$ cat src/hdl/ctb_pkg.sv
// Shared types, widths and codes for the cycle-counter timebase calibrator.
`default_nettype none

package ctb_pkg;

    // Field and register widths
    localparam int WORD_W    = 64;
    localparam int OP_W      = 2;
    localparam int DLY_W     = 32;
    localparam int STAT_W    = 2;
    localparam int MS_W      = 10;
    localparam int CALT_W    = 8;
    localparam int US_W      = 20;
    localparam int CFG_IDX_W = 1;
    localparam int CFG_W     = 10;

    // Reset values and fixed scale
    localparam int US_PER_MS  = 1000;
    localparam int MS_RESET   = 10;
    localparam int CALT_RESET = 50;
    localparam int US_RESET   = MS_RESET * US_PER_MS;

    // Serial unit sizing
    localparam int MUL_B_W   = DLY_W;
    localparam int MUL_CNT_W = $clog2(MUL_B_W + 1);
    localparam int DIV_CNT_W = $clog2(WORD_W);

    // Operation codes
    localparam logic [OP_W-1:0] OP_CAL  = 2'd0;
    localparam logic [OP_W-1:0] OP_READ = 2'd1;
    localparam logic [OP_W-1:0] OP_ARM  = 2'd2;
    localparam logic [OP_W-1:0] OP_POLL = 2'd3;

    // Calibration phases
    localparam logic [STAT_W-1:0] PH_WAIT = 2'd0;
    localparam logic [STAT_W-1:0] PH_MEAS = 2'd1;
    localparam logic [STAT_W-1:0] PH_CAL  = 2'd2;
    localparam logic [STAT_W-1:0] PH_FAIL = 2'd3;

    // Configuration register indexes
    localparam logic [CFG_IDX_W-1:0] CFG_MS_PER_TICK = 1'b0;
    localparam logic [CFG_IDX_W-1:0] CFG_CAL_TICKS   = 1'b1;

    typedef struct packed {
        logic [OP_W-1:0]   op;
        logic [WORD_W-1:0] cycle_count;
        logic [WORD_W-1:0] ref_ticks;
        logic [DLY_W-1:0]  delay_us;
    } in_t;

    typedef struct packed {
        logic [WORD_W-1:0] time_us;
        logic [STAT_W-1:0] cal_status;
        logic              delay_done;
    } out_t;

endpackage

`default_nettype wire

$ cat src/hdl/ctb_mul.sv
// Serial shift-and-add multiplier: one multiplier bit per cycle, product modulo 2^64.
`default_nettype none

module ctb_mul
    import ctb_pkg::*;
(
    input  wire logic                 clk,
    input  wire logic                 rst_n,
    input  wire logic                 start,
    input  wire logic [WORD_W-1:0]    mcand,
    input  wire logic [MUL_B_W-1:0]   mplier,
    input  wire logic [MUL_CNT_W-1:0] nbits,
    output logic                      done,
    output logic [WORD_W-1:0]         product
);

    logic                 busy_reg, busy_next;
    logic                 done_reg, done_next;
    logic [MUL_CNT_W-1:0] cnt_reg, cnt_next;
    logic [WORD_W-1:0]    acc_reg, acc_next;
    logic [WORD_W-1:0]    a_reg, a_next;
    logic [MUL_B_W-1:0]   b_reg, b_next;

    // Load on start, then consume one multiplier bit a cycle
    always_comb
    begin
        busy_next = busy_reg;
        done_next = 1'b0;
        cnt_next  = cnt_reg;
        acc_next  = acc_reg;
        a_next    = a_reg;
        b_next    = b_reg;
        if (start)
        begin
            busy_next = 1'b1;
            cnt_next  = nbits;
            acc_next  = '0;
            a_next    = mcand;
            b_next    = mplier;
        end
        else if (busy_reg)
        begin
            if (b_reg[0])
            begin
                acc_next = acc_reg + a_reg;
            end
            a_next   = {a_reg[WORD_W-2:0], 1'b0};
            b_next   = {1'b0, b_reg[MUL_B_W-1:1]};
            cnt_next = cnt_reg - 1'b1;
            if (cnt_reg == MUL_CNT_W'(1))
            begin
                busy_next = 1'b0;
                done_next = 1'b1;
            end
        end
    end

    always_ff @(posedge clk or negedge rst_n)
    begin
        if (!rst_n)
        begin
            busy_reg <= 1'b0;
            done_reg <= 1'b0;
            cnt_reg  <= '0;
        end
        else
        begin
            busy_reg <= busy_next;
            done_reg <= done_next;
            cnt_reg  <= cnt_next;
        end
    end

    always_ff @(posedge clk)
    begin
        acc_reg <= acc_next;
        a_reg   <= a_next;
        b_reg   <= b_next;
    end

    assign done    = done_reg;
    assign product = acc_reg;

endmodule

`default_nettype wire

$ cat src/hdl/ctb_div.sv
// Serial restoring divider: one quotient bit per cycle, 64-bit dividend and divisor.
`default_nettype none

module ctb_div
    import ctb_pkg::*;
(
    input  wire logic              clk,
    input  wire logic              rst_n,
    input  wire logic              start,
    input  wire logic [WORD_W-1:0] dividend,
    input  wire logic [WORD_W-1:0] divisor,
    output logic                   done,
    output logic [WORD_W-1:0]      quotient
);

    logic                 busy_reg, busy_next;
    logic                 done_reg, done_next;
    logic [DIV_CNT_W-1:0] cnt_reg, cnt_next;
    logic [WORD_W-1:0]    rem_reg, rem_next;
    logic [WORD_W-1:0]    quo_reg, quo_next;
    logic [WORD_W-1:0]    dvs_reg, dvs_next;
    logic [WORD_W:0]      trial;
    logic [WORD_W:0]      diff;

    // Shift the next dividend bit into the remainder and try the subtract
    assign trial = {rem_reg, quo_reg[WORD_W-1]};
    assign diff  = trial - {1'b0, dvs_reg};

    always_comb
    begin
        busy_next = busy_reg;
        done_next = 1'b0;
        cnt_next  = cnt_reg;
        rem_next  = rem_reg;
        quo_next  = quo_reg;
        dvs_next  = dvs_reg;
        if (start)
        begin
            busy_next = 1'b1;
            cnt_next  = DIV_CNT_W'(WORD_W - 1);
            rem_next  = '0;
            quo_next  = dividend;
            dvs_next  = divisor;
        end
        else if (busy_reg)
        begin
            if (!diff[WORD_W])
            begin
                rem_next = diff[WORD_W-1:0];
                quo_next = {quo_reg[WORD_W-2:0], 1'b1};
            end
            else
            begin
                rem_next = trial[WORD_W-1:0];
                quo_next = {quo_reg[WORD_W-2:0], 1'b0};
            end
            cnt_next = cnt_reg - 1'b1;
            if (cnt_reg == '0)
            begin
                busy_next = 1'b0;
                done_next = 1'b1;
            end
        end
    end

    always_ff @(posedge clk or negedge rst_n)
    begin
        if (!rst_n)
        begin
            busy_reg <= 1'b0;
            done_reg <= 1'b0;
            cnt_reg  <= '0;
        end
        else
        begin
            busy_reg <= busy_next;
            done_reg <= done_next;
            cnt_reg  <= cnt_next;
        end
    end

    always_ff @(posedge clk)
    begin
        rem_reg <= rem_next;
        quo_reg <= quo_next;
        dvs_reg <= dvs_next;
    end

    assign done     = done_reg;
    assign quotient = quo_reg;

endmodule

`default_nettype wire

$ cat src/hdl/cycle_counter_timebase_calibrator_unit.sv
// Top level of the cycle-counter timebase calibrator: sequencer, state and output register.
//
//  channel | direction | handshake            | beat
//  --------+-----------+----------------------+------------------------------------
//  in      | in        | in_valid / in_stall  | in_t: op, cycle_count, ref_ticks, delay_us
//  out     | out       | out_valid / out_stall| out_t: time_us, cal_status, delay_done
//  cfg     | in        | cfg_we               | cfg_index, cfg_data (no read-back)
//
// One item at a time. Polls, plain samples, failed-range reads and zero-tick arms go
// from decode to the result register; a tick-time read uses the serial multiplier, a
// delay arm the multiplier (one bit of the 32-bit delay a cycle) or the serial divider
// (one quotient bit a cycle); a calibrated read uses the divider, the end sample both.
// The next beat is taken once the result has been moved into the output register, which
// then holds it through out_stall. Reset is asynchronous and needs no clearing pass.
`default_nettype none

module cycle_counter_timebase_calibrator_unit
    import ctb_pkg::*;
(
    input  wire logic                 clk,
    input  wire logic                 rst_n,
    input  wire logic                 in_valid,
    output logic                      in_stall,
    input  wire in_t                  in_data,
    output logic                      out_valid,
    input  wire logic                 out_stall,
    output out_t                      out_data,
    input  wire logic                 cfg_we,
    input  wire logic [CFG_IDX_W-1:0] cfg_index,
    input  wire logic [CFG_W-1:0]     cfg_data
);

    typedef enum logic [4:0] {
        ST_IDLE   = 5'b00001,
        ST_DECODE = 5'b00010,
        ST_MUL    = 5'b00100,
        ST_DIV    = 5'b01000,
        ST_OUT    = 5'b10000
    } state_t;

    state_t              state_reg, state_next;
    in_t                 item_reg;
    logic [US_W-1:0]     us_per_tick_reg;
    logic [CALT_W-1:0]   cal_ticks_reg;
    logic [STAT_W-1:0]   phase_reg, phase_next;
    logic                have_first_reg, have_first_next;
    logic [WORD_W-1:0]   first_tick_reg, first_tick_next;
    logic [WORD_W-1:0]   start_cycles_reg, start_cycles_next;
    logic [WORD_W-1:0]   start_tick_reg, start_tick_next;
    logic [WORD_W-1:0]   rate_reg, rate_next;
    logic [WORD_W-1:0]   origin_reg, origin_next;
    logic [WORD_W-1:0]   deadline_reg, deadline_next;
    logic                in_ticks_reg, in_ticks_next;
    logic [WORD_W-1:0]   t_reg, t_next;
    logic                res_done_reg, res_done_next;
    logic                out_valid_reg, out_valid_next;
    out_t                out_reg, out_next;

    logic                in_take;
    logic                out_free;
    logic [WORD_W-1:0]   waited;
    logic [WORD_W-1:0]   cal_cycles;
    logic [WORD_W-1:0]   since_origin;
    logic                per_zero;

    logic                mul_start;
    logic [WORD_W-1:0]   mul_a;
    logic [MUL_B_W-1:0]  mul_b;
    logic [MUL_CNT_W-1:0] mul_nbits;
    logic                mul_done;
    logic [WORD_W-1:0]   mul_product;

    logic                div_start;
    logic [WORD_W-1:0]   div_dividend;
    logic [WORD_W-1:0]   div_divisor;
    logic                div_done;
    logic [WORD_W-1:0]   div_quotient;

    assign in_stall  = (state_reg != ST_IDLE);
    assign in_take   = in_valid && !in_stall;
    assign out_free  = !out_valid_reg || !out_stall;
    assign out_valid = out_valid_reg;
    assign out_data  = out_reg;

    // Differences against the stored marks
    assign waited       = item_reg.ref_ticks - start_tick_reg;
    assign cal_cycles   = item_reg.cycle_count - start_cycles_reg;
    assign since_origin = item_reg.cycle_count - origin_reg;
    assign per_zero     = (us_per_tick_reg == '0);

    // Steer operands to the multiplier
    always_comb
    begin
        mul_a     = item_reg.ref_ticks;
        mul_b     = MUL_B_W'(us_per_tick_reg);
        mul_nbits = MUL_CNT_W'(US_W);
        case (item_reg.op)
            OP_CAL:
            begin
                mul_a = waited;
            end
            OP_ARM:
            begin
                mul_a     = rate_reg;
                mul_b     = item_reg.delay_us;
                mul_nbits = MUL_CNT_W'(MUL_B_W);
            end
            default:
            begin
                mul_a = item_reg.ref_ticks;
            end
        endcase
    end

    // Steer operands to the divider
    always_comb
    begin
        div_dividend = WORD_W'(item_reg.delay_us) + WORD_W'(us_per_tick_reg) - WORD_W'(1);
        div_divisor  = WORD_W'(us_per_tick_reg);
        case (item_reg.op)
            OP_CAL:
            begin
                div_dividend = cal_cycles;
                div_divisor  = mul_product;
            end
            OP_READ:
            begin
                div_dividend = since_origin;
                div_divisor  = rate_reg;
            end
            default:
            begin
                div_divisor = WORD_W'(us_per_tick_reg);
            end
        endcase
    end

    // Sequence one item through decode, the serial units and the result register
    always_comb
    begin
        state_next        = state_reg;
        phase_next        = phase_reg;
        have_first_next   = have_first_reg;
        first_tick_next   = first_tick_reg;
        start_cycles_next = start_cycles_reg;
        start_tick_next   = start_tick_reg;
        rate_next         = rate_reg;
        origin_next       = origin_reg;
        deadline_next     = deadline_reg;
        in_ticks_next     = in_ticks_reg;
        t_next            = t_reg;
        res_done_next     = res_done_reg;
        out_valid_next    = out_valid_reg;
        out_next          = out_reg;
        mul_start         = 1'b0;
        div_start         = 1'b0;

        // Drop the delivered beat
        if (out_valid_reg && !out_stall)
        begin
            out_valid_next = 1'b0;
        end

        case (state_reg)
            ST_IDLE:
            begin
                if (in_take)
                begin
                    state_next = ST_DECODE;
                end
            end

            ST_DECODE:
            begin
                t_next        = '0;
                res_done_next = 1'b0;
                state_next    = ST_OUT;
                case (item_reg.op)
                    OP_CAL:
                    begin
                        if (phase_reg == PH_WAIT)
                        begin
                            if (!have_first_reg)
                            begin
                                have_first_next = 1'b1;
                                first_tick_next = item_reg.ref_ticks;
                            end
                            else if (item_reg.ref_ticks != first_tick_reg)
                            begin
                                have_first_next   = 1'b0;
                                start_cycles_next = item_reg.cycle_count;
                                start_tick_next   = item_reg.ref_ticks;
                                phase_next        = PH_MEAS;
                            end
                        end
                        else if (phase_reg == PH_MEAS)
                        begin
                            if (waited >= WORD_W'(cal_ticks_reg))
                            begin
                                mul_start  = 1'b1;
                                state_next = ST_MUL;
                            end
                        end
                    end
                    OP_READ:
                    begin
                        if (phase_reg != PH_CAL || rate_reg == '0)
                        begin
                            mul_start  = 1'b1;
                            state_next = ST_MUL;
                        end
                        else if (item_reg.cycle_count >= origin_reg)
                        begin
                            div_start  = 1'b1;
                            state_next = ST_DIV;
                        end
                    end
                    OP_ARM:
                    begin
                        if (phase_reg == PH_CAL)
                        begin
                            mul_start  = 1'b1;
                            state_next = ST_MUL;
                        end
                        else if (per_zero)
                        begin
                            deadline_next = item_reg.ref_ticks;
                            in_ticks_next = 1'b1;
                        end
                        else
                        begin
                            div_start  = 1'b1;
                            state_next = ST_DIV;
                        end
                    end
                    default:
                    begin
                        if (in_ticks_reg)
                        begin
                            res_done_next = (item_reg.ref_ticks >= deadline_reg);
                        end
                        else
                        begin
                            res_done_next = (item_reg.cycle_count >= deadline_reg);
                        end
                    end
                endcase
            end

            ST_MUL:
            begin
                if (mul_done)
                begin
                    state_next = ST_OUT;
                    case (item_reg.op)
                        OP_CAL:
                        begin
                            if (mul_product == '0 || cal_cycles == '0)
                            begin
                                phase_next = PH_FAIL;
                            end
                            else
                            begin
                                div_start  = 1'b1;
                                state_next = ST_DIV;
                            end
                        end
                        OP_READ:
                        begin
                            t_next = mul_product;
                        end
                        default:
                        begin
                            deadline_next = item_reg.cycle_count + mul_product;
                            in_ticks_next = 1'b0;
                        end
                    endcase
                end
            end

            ST_DIV:
            begin
                if (div_done)
                begin
                    state_next = ST_OUT;
                    case (item_reg.op)
                        OP_CAL:
                        begin
                            if (div_quotient == '0)
                            begin
                                phase_next = PH_FAIL;
                            end
                            else
                            begin
                                rate_next   = div_quotient;
                                origin_next = item_reg.cycle_count;
                                phase_next  = PH_CAL;
                            end
                        end
                        OP_READ:
                        begin
                            t_next = div_quotient;
                        end
                        default:
                        begin
                            deadline_next = item_reg.ref_ticks + div_quotient;
                            in_ticks_next = 1'b1;
                        end
                    endcase
                end
            end

            ST_OUT:
            begin
                // Hold the result until the output register is free
                if (out_free)
                begin
                    out_valid_next      = 1'b1;
                    out_next.time_us    = (item_reg.op == OP_READ) ? t_reg : rate_reg;
                    out_next.cal_status = phase_reg;
                    out_next.delay_done = res_done_reg;
                    state_next          = ST_IDLE;
                end
            end

            default:
            begin
                state_next = ST_IDLE;
            end
        endcase
    end

    ctb_mul u_mul (
        .clk     (clk),
        .rst_n   (rst_n),
        .start   (mul_start),
        .mcand   (mul_a),
        .mplier  (mul_b),
        .nbits   (mul_nbits),
        .done    (mul_done),
        .product (mul_product)
    );

    ctb_div u_div (
        .clk      (clk),
        .rst_n    (rst_n),
        .start    (div_start),
        .dividend (div_dividend),
        .divisor  (div_divisor),
        .done     (div_done),
        .quotient (div_quotient)
    );

    // Configuration registers; keep the tick length in microseconds
    always_ff @(posedge clk or negedge rst_n)
    begin
        if (!rst_n)
        begin
            us_per_tick_reg <= US_W'(US_RESET);
            cal_ticks_reg   <= CALT_W'(CALT_RESET);
        end
        else if (cfg_we)
        begin
            case (cfg_index)
                CFG_MS_PER_TICK:
                begin
                    us_per_tick_reg <= US_W'(cfg_data[MS_W-1:0]) * US_W'(US_PER_MS);
                end
                CFG_CAL_TICKS:
                begin
                    cal_ticks_reg <= cfg_data[CALT_W-1:0];
                end
                default:
                begin
                    cal_ticks_reg <= cal_ticks_reg;
                end
            endcase
        end
    end

    // Control and calibration state
    always_ff @(posedge clk or negedge rst_n)
    begin
        if (!rst_n)
        begin
            state_reg        <= ST_IDLE;
            phase_reg        <= PH_WAIT;
            have_first_reg   <= 1'b0;
            first_tick_reg   <= '0;
            start_cycles_reg <= '0;
            start_tick_reg   <= '0;
            rate_reg         <= '0;
            origin_reg       <= '0;
            deadline_reg     <= '0;
            in_ticks_reg     <= 1'b0;
            out_valid_reg    <= 1'b0;
        end
        else
        begin
            state_reg        <= state_next;
            phase_reg        <= phase_next;
            have_first_reg   <= have_first_next;
            first_tick_reg   <= first_tick_next;
            start_cycles_reg <= start_cycles_next;
            start_tick_reg   <= start_tick_next;
            rate_reg         <= rate_next;
            origin_reg       <= origin_next;
            deadline_reg     <= deadline_next;
            in_ticks_reg     <= in_ticks_next;
            out_valid_reg    <= out_valid_next;
        end
    end

    // Payload registers
    always_ff @(posedge clk)
    begin
        if (in_take)
        begin
            item_reg <= in_data;
        end
        t_reg        <= t_next;
        res_done_reg <= res_done_next;
        out_reg      <= out_next;
    end

endmodule

`default_nettype wire

$ cat config.mk
export PLATFORM = sky130hd
export DESIGN_NAME = cycle_counter_timebase_calibrator_unit
export DESIGN_NICKNAME = d
export VERILOG_FILES = /design/src/hdl/ctb_pkg.sv /design/src/hdl/ctb_mul.sv /design/src/hdl/ctb_div.sv /design/src/hdl/cycle_counter_timebase_calibrator_unit.sv
export SDC_FILE = /design/constraint.sdc
export NUM_CORES = 2
export LEC_CHECK = 0
export ABC_CLOCK_PERIOD_IN_PS = 12530
export BUFFER_PORTS_ARGS = -buffer_cell sky130_fd_sc_hd__buf_2
export CORE_MARGIN = 5
export CORE_UTILIZATION = 25
export DETAILED_ROUTE_END_ITERATION = 16
export PLACE_DENSITY = 0.38
export SLEW_MARGIN = 20
export SYNTH_ARGS = -nofsm -noshare
export SYNTH_HDL_FRONTEND = slang
export SYNTH_SLANG_ARGS = --single-unit
$ cat constraint.sdc
create_clock -name clk -period 12.53 [get_ports clk]
set_input_delay 2.506 -clock clk [delete_from_list [all_inputs] [get_ports clk]]
set_output_delay 2.506 -clock clk [all_outputs]
set_load 0.005 [all_outputs]
==> results.yml <==
run_status:
  status: "finished, final reports clean"
global_route:
  antenna_found_initial: 40
  grt_pass1_wl_microns: 473100
  grt_pass1_vias: 64050
  track_usage_pct: 19.88
  grt_max_degree: 134
  gr-total-overflow: 0
synthesis:
  synth.cell_area_sq_um: 78070
  ys_seq_elements: 1081
  synth_ff_type: "edfxtp_1"
  synth-warning-count: 0
  synth_edf_count: 518
  postSynthCellCount: 8013
  synthArstFlopShare_pct: 40.24
  yosysSeqAreaShare_pct: 37.16
  syn_nets: 8907
  synth.avg_cell_area_sq_um: 9.743
  synth_cell_type_count: 105
min_path:
  worstHoldStart: "res_done_reg$_SDFFCE_PP0P_"
  min_path_type: "reg -> reg"
drt:
  drt_iter0_markers: 5141
  post-route-drc-count: 0
  wire_per_inst_microns: 26.73
  vias: 64870
  dr.pass1.iters: 6
  vias_per_cell: 5.182
  drtAntennaViolNets: 0
  wirelength_microns: 334600
setup_path:
  critical_path_required_ns: 12.89
  crit_path_start: "item_reg[32]$_DFFE_PP_"
  crit_fanout: 64
  cp.arrival_ns: 8.63
  worstSetupPathType: "reg -> reg"
  timing.rr.start: "item_reg[32]$_DFFE_PP_"
  start_kind: "flip-flop"
  end_kind: "flip-flop"
job:
  cap_viol_max_count: 0
layout:
  area_growth_pct: 14.74
  final_area_sq_um: 89580
  final_nets: 9137
  drive_above_1_share_pct: 14.51
  layout_common_cells: "675 x ha_1, 620 x a21oi_1, 592 x inv_1"
  final_common_cell: "ha_1"
  largest_reg_flops: 162
  fillCellCount: 32900
timing:
  final.setup_skew_ns: 0.1051
  tightestPinTransition_ns: 1.187
  setup_ws_ns: 4.264
  finalMaxSlewViolations: 0
  setup_viol: 0
  max_slew_margin_pct: 20.87
  post-route-min-period_ns: 8.266
  tns_ns: 0
  timing.final.hold_violations: 0
  max_clock_freq_mhz: 121.0
  grt_setup_unrepaired: "no"
  timing.hold.ws_ns: 0.4234
  fin_crit_sh_pct: 65.97
cts:
  cts-htree-levels: 4
  insertion_delay_ns: 0.90
  cts_sinks: 1081
  cts.clk_slew.worst_paths_ns: 0.06
  postCtsResizedCells: 0
  post-cts-setup-buffer-count: 0
  holdBufCountCts: 0
  cts_root_buf: "clkbuf_16"
  cts_inserted_buffers: 155
  clock_path_buffers: 4
  cts_tree: "yes"
pwr:
  intPower_mw: 13.31
  peakVddDrop_uv: 168.5
  power_mw: 25.58
  leakagePower_nw: 37.51
  switching_share_pct: 47.95
  clkPwrFrac_pct: 17.7
  switchingPower_mw: 12.27
  powerDensity_nw_per_um2: 285.6
  pwr-share-seq_pct: 25.8
  pwr-share-comb_pct: 56.5
place:
  place.gp.congestion: 0.8866
  place_ws_ns: 4.378
  place_area_sq_um: 84450
  port_buffers: 246
  hpwl_microns: 262000
floorplanning:
  die_area_sq_um: 323600
  initial_core_util_pct: 25.07
  die_y_microns: 568.8
  ios: 247
  die_x_microns: 568.8
  coreArea_sq_um: 311400
  num_rows: 205
==> power groups by stage <==
stage | Combinational (mW) | Clock, mW | Sequential (mW)
2_1_floorplan | 10.0 | 0 | 5.82
3_3_place_gp | 14.3 | 0 | 6.60
3_5_place_dp | 14.3 | 0 | 6.61
4_1_cts | 14.4 | 4.69 | 6.56
5_1_grt | 15.8 | 4.81 | 6.68
6_report | 14.5 | 4.53 | 6.59
==> cells by family after synthesis <==
kind of cell,after synthesis,synth area share [%]
xor+xnor,497,5.576
simple gates,1811,11.27
mux,606,9.102
buf+inv,913,4.710
compound gates,2389,20.34
fa+ha+maj,716,11.84
flops,1081,37.16
==> cells in the mapped netlist, drive strengths merged, types with 45 or more instances <==
cell | count | area share, %
ha | 678 | 11
a21o | 335 | 3.2
nor2b | 77 | 0.62
a221oi | 45 | 0.52
nand2b | 83 | 0.67
a211oi | 133 | 1.3
buf | 83 | 0.72
nand3 | 91 | 0.58
a22oi | 114 | 1.1
a31oi | 63 | 0.53
a22o | 133 | 1.5
mux2 | 531 | 8.1
inv | 593 | 2.9
and3 | 51 | 0.41
nand4 | 131 | 1.1
xnor2 | 344 | 3.9
xor2 | 153 | 1.7
mux2i | 75 | 0.96
nor2 | 490 | 2.4
nor3 | 99 | 0.65
nand2 | 508 | 2.4
a21oi | 626 | 4.0
clkbuf | 237 | 1.1
o21ai | 446 | 2.9
edfxtp | 518 | 20
nor4 | 95 | 0.76
dfxtp | 128 | 3.3
o21a | 80 | 0.77
o21bai | 94 | 0.90
o211ai | 45 | 0.45
dfrtp | 426 | 14
==> routing by layer <==
metal  vias to the layer above  part of all wire [%]  global-route usage, %
met5                         -                     0                      0
met4                         0                   2.9                  5.446
met3                       368                   4.4                  1.879
met2                      1711                    44                  30.76
met1                     32640                    49                  29.39
li1                      30160                     -                      -
==> critical path: stages (launching register included) <==
cell and delay [ns]:
edfxtp_1 0.50, inv_1 0.15, ha_1 0.20, inv_1 0.07, fa_1 0.42, a21o_1 0.22
a21oi_1 0.18, xnor2_1 0.16, ha_1 0.28, a21oi_1 0.15, o21ai_0 0.13, a21o_1 0.20
a21o_1 0.17, a21oi_1 0.25, or4b_2 0.62, nor4_1 0.73, and4_1 0.37, nand4_1 0.15
nor4b_1 0.43, a41o_1 0.46, and2_2 0.70, nand2b_4 0.50, buf_4 0.51
==> path summary, 6_finish.rpt <==
kind | cells after the start | to | slack [ns]
hold / removal | 0 | out_data[0]$_DFFE_PP_ | 0.42
hold reg to reg | 0 | out_data[0]$_DFFE_PP_ | 0.42
max in group asynchronous | 3 | cal_ticks_reg[7]$_DFFE_PN0P_ | 8.85
min in group asynchronous | 1 | start_cycles_reg[50]$_DFFE_PN0P_ | 1.61
setup / recovery | 22 | u_mul.b_reg[4]$_DFFE_PP_ | 4.26
setup reg to reg | 22 | u_mul.b_reg[4]$_DFFE_PP_ | 4.26
==> metrics by stage <==
stage	instances	util [%]
2_1_floorplan	8013	-
3_3_place_gp	12230	27.12
3_5_place_dp	12230	27.12
4_1_cts	12510	28.76
5_1_grt	12510	28.76
6_report	12520	28.77
==> cell type report <==
class | instances | area (sq um) | share of cell area (%)
Clock buffer | 207 | 4279 | 4.777
Multi-Input combinational cell | 6019 | 45630 | 50.94
Inverter | 593 | 2226 | 2.485
Antenna cell | 10 | 25.02 | 0.02794
Clock inverter | 76 | 820.8 | 0.9163
Timing Repair Buffer | 393 | 2395 | 2.673
Sequential cell | 1081 | 29020 | 32.40
Tap cell | 4140 | 5180 | 5.783
Note: power is estimated with default switching activity, not from simulation.
